--- src/rtl/sme_pkg.sv ---
`timescale 1ns / 1ps
// ----------------------------------------------------------------------------
// sme_pkg
// Shared widths, opcodes and codes of the p-code stack machine executor.
// ----------------------------------------------------------------------------
package sme_pkg;

    localparam int DATA_W     = 32;
    localparam int FUNC_W     = 5;
    localparam int LEVEL_W    = 3;
    localparam int OFF_W      = 8;
    localparam int PC_OUT_W   = 10;
    localparam int KIND_W     = 2;
    localparam int ERR_W      = 2;
    localparam int CALC_W     = 34;

    localparam int MEM_WORDS_DEF   = 4096;
    localparam int NEST_LEVELS_DEF = 5;
    localparam int PROG_DEPTH_DEF  = 1024;

    localparam logic [FUNC_W-1:0] OP_LIT   = 5'd0;
    localparam logic [FUNC_W-1:0] OP_LOAD  = 5'd1;
    localparam logic [FUNC_W-1:0] OP_STORE = 5'd2;
    localparam logic [FUNC_W-1:0] OP_CALL  = 5'd3;
    localparam logic [FUNC_W-1:0] OP_RET   = 5'd4;
    localparam logic [FUNC_W-1:0] OP_INC   = 5'd5;
    localparam logic [FUNC_W-1:0] OP_JMP   = 5'd6;
    localparam logic [FUNC_W-1:0] OP_JPC   = 5'd7;
    localparam logic [FUNC_W-1:0] OP_NEG   = 5'd8;
    localparam logic [FUNC_W-1:0] OP_ADD   = 5'd9;
    localparam logic [FUNC_W-1:0] OP_SUB   = 5'd10;
    localparam logic [FUNC_W-1:0] OP_MUL   = 5'd11;
    localparam logic [FUNC_W-1:0] OP_DIV   = 5'd12;
    localparam logic [FUNC_W-1:0] OP_EQ    = 5'd13;
    localparam logic [FUNC_W-1:0] OP_LT    = 5'd14;
    localparam logic [FUNC_W-1:0] OP_GT    = 5'd15;
    localparam logic [FUNC_W-1:0] OP_NE    = 5'd16;
    localparam logic [FUNC_W-1:0] OP_LE    = 5'd17;
    localparam logic [FUNC_W-1:0] OP_GE    = 5'd18;
    localparam logic [FUNC_W-1:0] OP_PRINT = 5'd19;
    localparam logic [FUNC_W-1:0] OP_NL    = 5'd20;
    localparam logic [FUNC_W-1:0] OP_SPACE = 5'd21;
    localparam logic [FUNC_W-1:0] OP_END   = 5'd22;

    localparam logic [KIND_W-1:0] KIND_VALUE   = 2'd0;
    localparam logic [KIND_W-1:0] KIND_NEWLINE = 2'd1;
    localparam logic [KIND_W-1:0] KIND_SPACE   = 2'd2;

    localparam logic [ERR_W-1:0] ERR_NONE  = 2'd0;
    localparam logic [ERR_W-1:0] ERR_DIV0  = 2'd1;
    localparam logic [ERR_W-1:0] ERR_RANGE = 2'd2;

    typedef logic [DATA_W-1:0] word_t;

    function automatic word_t abs_mag(input word_t v);
        abs_mag = v[DATA_W-1] ? (~v + 1'b1) : v;
    endfunction

endpackage

--- src/rtl/sme_div.sv ---
`timescale 1ns / 1ps
// ----------------------------------------------------------------------------
// sme_div
// Unsigned restoring divider, one quotient bit per cycle.
// ----------------------------------------------------------------------------
module sme_div
    import sme_pkg::*;
(
    input  logic  clk,
    input  logic  rst_n,
    input  logic  start,
    input  word_t dividend,
    input  word_t divisor,
    output logic  done,
    output word_t quotient,
    output word_t remainder
);
    localparam int CW = $clog2(DATA_W);

    logic [CW-1:0]   cnt_reg;
    logic            busy_reg;
    logic            done_reg;
    word_t           q_reg;
    word_t           r_reg;
    word_t           d_reg;
    logic [DATA_W:0] shifted;
    logic [DATA_W:0] diff;

    assign shifted = {r_reg, q_reg[DATA_W-1]};
    assign diff    = shifted - {1'b0, d_reg};

    always_ff @(posedge clk or negedge rst_n)
    begin
        if (!rst_n)
        begin
            busy_reg <= 1'b0;
            done_reg <= 1'b0;
            cnt_reg  <= '0;
        end
        else
        begin
            done_reg <= 1'b0;
            if (start)
            begin
                busy_reg <= 1'b1;
                cnt_reg  <= '0;
            end
            else if (busy_reg)
            begin
                cnt_reg <= cnt_reg + 1'b1;
                if (cnt_reg == CW'(DATA_W - 1))
                begin
                    busy_reg <= 1'b0;
                    done_reg <= 1'b1;
                end
            end
        end
    end

    always_ff @(posedge clk)
    begin
        if (start)
        begin
            q_reg <= dividend;
            r_reg <= '0;
            d_reg <= divisor;
        end
        else if (busy_reg)
        begin
            if (!diff[DATA_W])
            begin
                r_reg <= diff[DATA_W-1:0];
                q_reg <= {q_reg[DATA_W-2:0], 1'b1};
            end
            else
            begin
                r_reg <= shifted[DATA_W-1:0];
                q_reg <= {q_reg[DATA_W-2:0], 1'b0};
            end
        end
    end

    assign done      = done_reg;
    assign quotient  = q_reg;
    assign remainder = r_reg;
endmodule

--- config.mk ---
export PLATFORM = sky130hd
export DESIGN_NAME = sme_div
export DESIGN_NICKNAME = d
export VERILOG_FILES = /design/src/rtl/sme_pkg.sv /design/src/rtl/sme_div.sv
export SDC_FILE = /design/constraint.sdc
export NUM_CORES = 1
export LEC_CHECK = 0
export CORE_MARGIN = 4
export CORE_UTILIZATION = 45
export DETAILED_ROUTE_END_ITERATION = 8
export DONT_BUFFER_PORTS = 1
export RECOVER_POWER = 25
export SETUP_SLACK_MARGIN = 0.2
export SLEW_MARGIN = 10
export SYNTH_ARGS = -nofsm -noshare
export SYNTH_HDL_FRONTEND = slang
export SYNTH_SLANG_ARGS = --single-unit
--- constraint.sdc ---
create_clock -name clk -period 2.45 [get_ports clk]
set_clock_uncertainty 0.05 [all_clocks]
set_input_delay 0.245 -clock clk [delete_from_list [all_inputs] [get_ports clk]]
set_output_delay 0.245 -clock clk [all_outputs]
set_load 0.02 [all_outputs]
After elaboration in Yosys (flattened, before gate mapping)
Cells that the tools add are included.

Register bits after elaboration: 103. Input bits: 67. Output and inout port bits: 65. Logic and storage cells: 22.

$add $sub $neg: 2. Equal/unequal tests: 1. Mux-type cells: 12. Reductions and logical operators: 1.

Operator list (count): 32-bit 2-to-1 mux (3); 33-bit by 32-bit subtractor with 33-bit output (1); 5-bit 2-to-1 mux (2); 1-bit 2-to-1 mux (7); 5-bit by 1-bit adder with 5-bit output (second input constant) (1); 5-bit == test (second input constant) (1); 2-bit nonzero test (1).

Logic depth before layout (Yosys ltp)
Gate-level depths: netlist (run 1).

Word-level depth: 4. Depth in mapped cells: 13.

Worst setup path after synthesis (run 1)
No wires, ideal clock.

Path kind: reg-to-reg. Start: reg q_reg[31], in the netlist quotient[31]. End: reg r_reg[5], in the netlist remainder[5]. Setup time: 0.088 ns. Arrival: 2.716 ns. Data required time: 2.312 ns. Slack: -0.404 ns. Stages on the path, launching flop included: 12. Buffers on the path: 0. Period minus slack after synthesis: 2.854 ns. Cells stage by stage: edfxtp_1 > inv_1 > ha_1 > fa_1 > nor2b_1 > o31a_1 > o31ai_2 > a22oi_4 > o211a_4 > o211ai_4 > or3_1 > a311oi_2.

Word-level cells in the longest chain between the ends: 2.

RTL lines: start: declaration (RTL line sme_div.sv:23) `word_t q_reg;`; start signal: assignment (RTL line sme_div.sv:64) `q_reg <= dividend;`; start signal: assignment (RTL line sme_div.sv:73) `q_reg <= {q_reg[DATA_W-2:0], 1'b1};`; start signal: assignment (RTL line sme_div.sv:78) `q_reg <= {q_reg[DATA_W-2:0], 1'b0};`; 33-bit by 32-bit subtractor with 33-bit output (RTL line sme_div.sv:30) `assign diff = shifted - {1'b0, d_reg};`; 32-bit 2-to-1 mux (RTL line sme_div.sv:70) `if (!diff[DATA_W])`; end signal: assignment (RTL line sme_div.sv:72) `r_reg <= diff[DATA_W-1:0];`; end signal: assignment (RTL line sme_div.sv:77) `r_reg <= shifted[DATA_W-1:0];`; end: declaration (RTL line sme_div.sv:24) `word_t r_reg;`.

Every way passes these cells. A chain may end at the register's enable or synchronous reset.

Final worst setup path (run 1)
Start: reg q_reg[31], in the netlist quotient[31]. End: reg r_reg[31], in the netlist remainder[31].

The elaborated chain is that of the path after synthesis.

==> qor.txt, run 1 <==
Htree depth: 3
Clk pin slew, worst setup/hold paths: 80 ps
Io pins: 132
Final setup vio count: 33
Die Y: 123 µm
Largest net degree at the start of global routing: 67
CP peak stage delay: 390 ps
Initial antenna violation count: 0
Final Max Tran Viols: 0
GRT Total Usage: 20.2%
Crit share post-route: 115%
First-pass GRT wire length: 24200 µm
Clock tree root driver cell: clkbuf_16
Crit end category: register
Synth-to-layout area growth: 29.3%
Overflow after GRT: 0
Synth unique cells: 65
Peak Freq: 354 MHz
RSZ-0062 raised after global routing: true
Max clock buf depth: 2
Clock sinks: 103
Die area: 15200 µm²
Crit path max-delay cell type: edfxtp_1
Outcome: finished, violations left
Total CTS buffers: 9
WP data arrival: 3040 ps
# diodes: 0
Avg Inst Size Synth: 10.6 µm²
Lkg Pwr: 3.47 nW
Layout Cells excl Fill: 879
Buf/Inv on CP: 2
Number of global-route vias before repair: 4935
Commonest cells after routing, fill and taps aside: 109 x buf_4, 64 x edfxtp_1, 62 x nand2_1, 45 x nor2_1, 44 x inv_1
Drc violations: 0
Design area: 7750 µm²
Starting DRT DRC Count: 213
Final Critical Period: 2820 ps
Crit path cell chain: inv_1 > ha_2 > fa_2 > nor2b_2 > o31a_1 > o31ai_4 > a22oi_4 > o211a_4 > o211ai_4 > buf_12 > and3_2 > a21oi_1 > o32ai_1
CP top delay family: compound AO/OA/AOI/OAI gates
Port Buf Inserts: 0
Pre-antenna DRT Iters: 4
Placement-stage cell area: 6900 µm²
Peak supply drop: 0.361 mV
NumNets Final: 804
Drt wl/cell: 17.1 µm
Post-synth EDFFs: 64
DP HPWL: 11000 µm
Slew Limit Headroom: 69.9%
Syn Nets: 668
Commonest non-fill, non-tap cell in the layout: buf_4
Max FO, Critical Path: 11
Row count: 41
Die X: 123 µm
Clk_lat worst skew: 360 ps
Setup CP Type: reg2reg
Initial Util: 46.7%
Via Count: 4718
Final ANT Viol Nets: 0
Fillers: 1097
P per Cell Area: 532 nW/µm²
Failing checks: negative setup slack
CP Launch Type: register
Hold Vio Cnt, Final: 0
Max-cap violations: 0
Share of layout cells above drive strength 1: 31.0%
Main synth FF type: edfxtp_1
Yosys warns: 0
HP Class: in2reg
Final setup margin: -372 ps
Synth Register Bits: 103
Fraction of registers with async set/reset: 6.80%
Register area share after synthesis: 45.7%
Vias per cell: 5.37
CTS tree: done
Synth Instances: 566
Worst slew pin tran: 451 ps
GPL Wtd Cong: 0.877
CP Data Required Time: 2670 ps
CORE AREA: 12800 µm²
Placed instance count: 822
Post-Synthesis Cell Area: 5990 µm²
Final Routed Wirelength: 15000 µm
path summary, 6_finish.rpt:
path                              startpoint       endpoint  slack (ps)  cells after the start
worst max-delay path            quotient[31]  remainder[31]        -370                     13
worst min-delay path             dividend[0]    quotient[0]          40                      2
worst max register to register  quotient[31]  remainder[31]        -370                     13
worst min register to register    cnt_reg[4]     cnt_reg[4]         500                      2
max in group asynchronous              rst_n       busy_reg        1940                      1
min in group asynchronous              rst_n     cnt_reg[1]         160                      1
worst reg2reg max path, stage by stage (launching register included):
cell and delay, ps:
edfxtp_1 390, inv_1 80, ha_2 180, fa_2 200, nor2b_2 40, o31a_1 320, o31ai_4 240, a22oi_4 110
o211a_4 260, o211ai_4 310, buf_12 180, and3_2 180, a21oi_1 40, o32ai_1 150
cell usage after synthesis, types with 5 or more instances:
master | n | area, µm²
xnor2_1 | 16 | 140
inv_1 | 44 | 165
nand3_1 | 5 | 25.0
dfxtp_1 | 32 | 641
o21ai_0 | 13 | 65.1
ha_1 | 34 | 425
nor2_1 | 45 | 169
a21oi_1 | 37 | 185
buf_6 | 6 | 67.6
nand2_1 | 66 | 248
edfxtp_1 | 64 | 1920
mux2_2 | 31 | 349
dfrtp_1 | 7 | 175
a311oi_2 | 11 | 165
a311oi_1 | 9 | 78.8
o21a_1 | 5 | 37.5
nand4_1 | 5 | 31.3
xor2_1 | 11 | 96.3
o21bai_1 | 5 | 37.5
clkbuf_1 | 12 | 45.0
a211oi_1 | 9 | 67.6
a21o_1 | 14 | 105
mux2i_1 | 5 | 50.1
and3_1 | 10 | 62.6
a31oi_1 | 8 | 50.1
power by group:
| group | switching, mW | internal [mW] |
|---|---|---|
| clock | 0.733 | 0.829 |
| sequential | 0.123 | 1.96 |
| combinational | 0.223 | 0.254 |
| total | 1.08 | 3.04 |
cells by family (layout without fill, tap and decap cells):
family	Yosys count	count (layout)	share of synthesized area (%)
flip-flops	103	103	45.7
adder cells (fa/ha/maj)	35	35	7.43
buffers and inverters	68	209	5.80
AO/OA/AOI/OAI	141	141	18.6
multiplexers	36	36	6.66
XOR/XNOR	27	27	3.95
AND/OR/NAND/NOR	156	156	11.9
final cells by class:
type	instances	area, µm²	share of cell area (%)
inverter	44	165	2.13
multi-input combinational	395	3040	39.2
tap	172	215	2.78
sequential	103	2740	35.3
clock inverter	7	103	1.32
timing repair buffer	149	1260	16.3
clock buffer	9	225	2.91
metal layers:
layer	routed length (µm)	GRT usage [%]	share of wire (%)
met1	6420	26.1	43
met5	0	0	0
met4	252	6.92	1.7
met3	993	5.40	6.6
met2	7370	33.0	49
per-stage QoR:
stage / hold WS [ps] / utilization (%) / setup WS (ps) / power [mW] / setup TNS, ps
2_1_floorplan: -101 / - / -352 / 2.39 / -9540
3_3_place_gp: -100 / 53.8 / -274 / 2.51 / -7310
3_5_place_dp: -100 / 53.8 / -373 / 2.52 / -10010
4_1_cts: 29.9 / 59.7 / -381 / 4.17 / -10130
5_1_grt: 35.2 / 60.4 / -553 / 4.31 / -16010
6_report: 44.3 / 60.4 / -372 / 4.12 / -10070
what timing repair did:
| action | 4_1_cts | 5_1_grt |
|---|---|---|
| pin swaps | 2 | 7 |
| setup endpoints to repair | 33 | 33 |
| resized for setup | 11 | 14 |
| setup buffers | 4 | 3 |
| hold buffers | 34 | 0 |
| hold endpoints to repair | 105 | 0 |
No activity file was read; power rests on OpenSTA's default activity.
==> inputs of run 2 (changes only) <==
REMOVE_ABC_BUFFERS = 1   (was not set)
==> run 2 against run 1 <==
  * The flow finishes with violations (negative hold slack, negative setup slack)
  * Combinational power is 3% higher
  * Worst hold slack lost 140 ps
  * Via count increased by 2.9%
  * Worst setup slack worse by 7.2 ps
  * Critical path depth decreased by 2
  * Cell area rose by 0.78%
  * Global-route usage increased by 0.83 points
  * Count of clock-buffer cells in the layout did not move
  * Register-to-register slack hardly changed
  * Power is 0.51% higher
  * Critical endpoint is now remainder[5]
  * Routed wire length increased by 2.7%
  * Die area stayed put
==> qor.txt, run 2 (synthesis gave the netlist of run 1 again) <==
Outcome: finished, violations left
Failing checks: negative hold slack, negative setup slack
Clock tree root driver cell: clkbuf_16
Number of global-route vias before repair: 5046 (+2.2%)
Initial Util: 46.7% (unchanged)
First-pass GRT wire length: 25000 µm (+3.4%)
Crit path cell chain: inv_1 > ha_1 > buf_4 > nand3_1 > nand2_1 > a221oi_2 > nand2_2 > o2111ai_2 > o211ai_4 > or3_4 > a311oi_2
Share of layout cells above drive strength 1: 31.4% (+0.46 points)
Final ANT Viol Nets: 0 (unchanged)
Largest net degree at the start of global routing: 101 (+51%)
Placement-stage cell area: 6830 µm² (-1.1%)
Starting DRT DRC Count: 233 (+9.4%)
Die area: 15200 µm² (unchanged)
Overflow after GRT: 0 (unchanged)
# diodes: 0 (unchanged)
Row count: 41 (unchanged)
Synth-to-layout area growth: 30.3%
Total CTS buffers: 9 (unchanged)
Clk pin slew, worst setup/hold paths: 80 ps (about the same)
Die Y: 123 µm (unchanged)
Clock sinks: 103 (unchanged)
CTS tree: done
Slew Limit Headroom: 63.9% (-6.0 points)
Pre-antenna DRT Iters: 4 (unchanged)
Peak Freq: 353 MHz (-0.25%)
NumNets Final: 816 (+1.5%)
Final Core Density: 60.9% (+0.47 points)
Initial antenna violation count: 0 (unchanged)
Layout Cells excl Fill: 891 (+1.4%)
Peak supply drop: 0.536 mV (+48%)
Dpl ws: -472 ps (-99.7 ps)
Commonest non-fill, non-tap cell in the layout: buf_4
Setup TNS: -10080 ps (-3.40 ps)
Sequential cell area: 2740 µm² (unchanged)
Die X: 123 µm (unchanged)
Final setup margin: -379 ps (-7.20 ps)
Buf/Inv on CP: 2 (unchanged)
Drt wl/cell: 17.3 µm (+1.4%)
Fillers: 1086 (-1.0%)
Hold WS: -100 ps (-145 ps)
HP Class: in2reg
Final Critical Period: 2830 ps (+7.20 ps)
Max-cap violations: 0 (unchanged)
WP data arrival: 3060 ps (+20 ps)
Final Total Pwr: 4.14 mW (+0.51%)
Worst slew pin tran: 541 ps (+90.9 ps)
Max FO, Critical Path: 7 (-4)
GRT Total Usage: 21.1% (+0.83 points)
CP Launch Type: register
Clk_lat worst skew: 370 ps (about the same)
Io pins: 132 (unchanged)
CORE AREA: 12800 µm² (unchanged)
Crit share post-route: 115% (+0.29 points)
Setup CP Type: reg2reg
Htree depth: 3 (unchanged)
Hold Vio Cnt, Final: 40 (+40)
Port Buf Inserts: 0 (unchanged)
DP HPWL: 10800 µm (-1.8%)
RSZ-0062 raised after global routing: true
Design area: 7810 µm² (+0.78%)
Lkg Pwr: 3.52 nW (+1.4%)
Vias per cell: 5.45 (+1.6%)
P per Cell Area: 531 nW/µm² (-0.26%)
CP peak stage delay: 450 ps (+60 ps)
CTS Hold Bufs: 38 (+12%)
Crit end category: register
Max clock buf depth: 2 (unchanged)
GPL Wtd Cong: 0.909 (+3.6%)
Crit path max-delay cell type: or3_4
CP top delay family: compound AO/OA/AOI/OAI gates
Drc violations: 0 (unchanged)
Commonest cells after routing, fill and taps aside: 115 x buf_4, 64 x edfxtp_1, 62 x nand2_1, 45 x nor2_1, 44 x inv_1
Area occupied by multi-input gates: 3020 µm² (-0.70%)
Via Count: 4857 (+2.9%)
Final setup vio count: 33 (unchanged)
Final Max Tran Viols: 0 (unchanged)
CP Data Required Time: 2680 ps (about the same)
Placed instance count: 817 (-0.61%)
Final Routed Wirelength: 15400 µm (+2.7%)
[run 2: cell count changes in the layout (fill, tap and decap cells not counted), moves of 2 or more]
| cell | change |
|---|---|
| o21ai_2 | +2 |
| a211oi_2 | -3 |
| a211oi_1 | +3 |
| dlygate4sd3_1 | +5 |
| inv_6 | +2 |
| buf_4 | +6 |
| o21ai_0 | -2 |
[run 2: cell type report]
| cell class | instances | share of cell area, % |
|---|---|---|
| Clock inverter | 7 | 1.28 |
| Inverter | 44 | 2.12 |
| Tap cell | 172 | 2.76 |
| Clock buffer | 9 | 2.88 |
| Sequential cell | 103 | 35.1 |
| Multi-Input combinational cell | 395 | 38.7 |
| Timing Repair Buffer | 161 | 17.2 |
[run 2: worst reg2reg max path, stage by stage (launching register included)]
cell and delay [ps]:
edfxtp_1 320, inv_1 40, ha_1 310, buf_4 170, nand3_1 70, nand2_1 100, a221oi_2 380, nand2_2 150
o2111ai_2 280, o211ai_4 190, or3_4 450, a311oi_2 250
[run 2: layer usage]
| layer | routed length [µm] | part of all wire (%) | global-route usage, % | vias to the layer above |
|---|---|---|---|---|
| met5 | 0 | 0 | 0 | - |
| met4 | 317 | 2.1 | 6.09 | 0 |
| met3 | 1180 | 7.6 | 7.46 | 28 |
| met2 | 7460 | 48 | 35.6 | 149 |
| met1 | 6480 | 42 | 25.4 | 2323 |
| li1 | - | - | - | 2357 |
[run 2: final timing paths]
kind	from	end	slack, ps	cells past startpoint
max in group asynchronous	rst_n	busy_reg	1910	1
min reg2reg	remainder[0]	remainder[0]	560	2
max reg2reg	d_reg[18]	remainder[5]	-380	11
min in group asynchronous	rst_n	cnt_reg[3]	170	1
max	d_reg[18]	remainder[5]	-380	11
min	start	remainder[11]	-100	1
[run 2: what timing repair did]
action,CTS,global route
cloned,1,0
endpoints found under the hold margin,105,61
gates resized for setup,15,24
buffers inserted,15,4
setup endpoints to repair,33,33
pin swaps,4,7
[run 2: power breakdown]
| group | switching, mW | internal (mW) | total, mW |
|---|---|---|---|
| clock network | 0.742 | 0.827 | 1.57 |
| registers | 0.123 | 1.96 | 2.08 |
| logic | 0.214 | 0.277 | 0.491 |
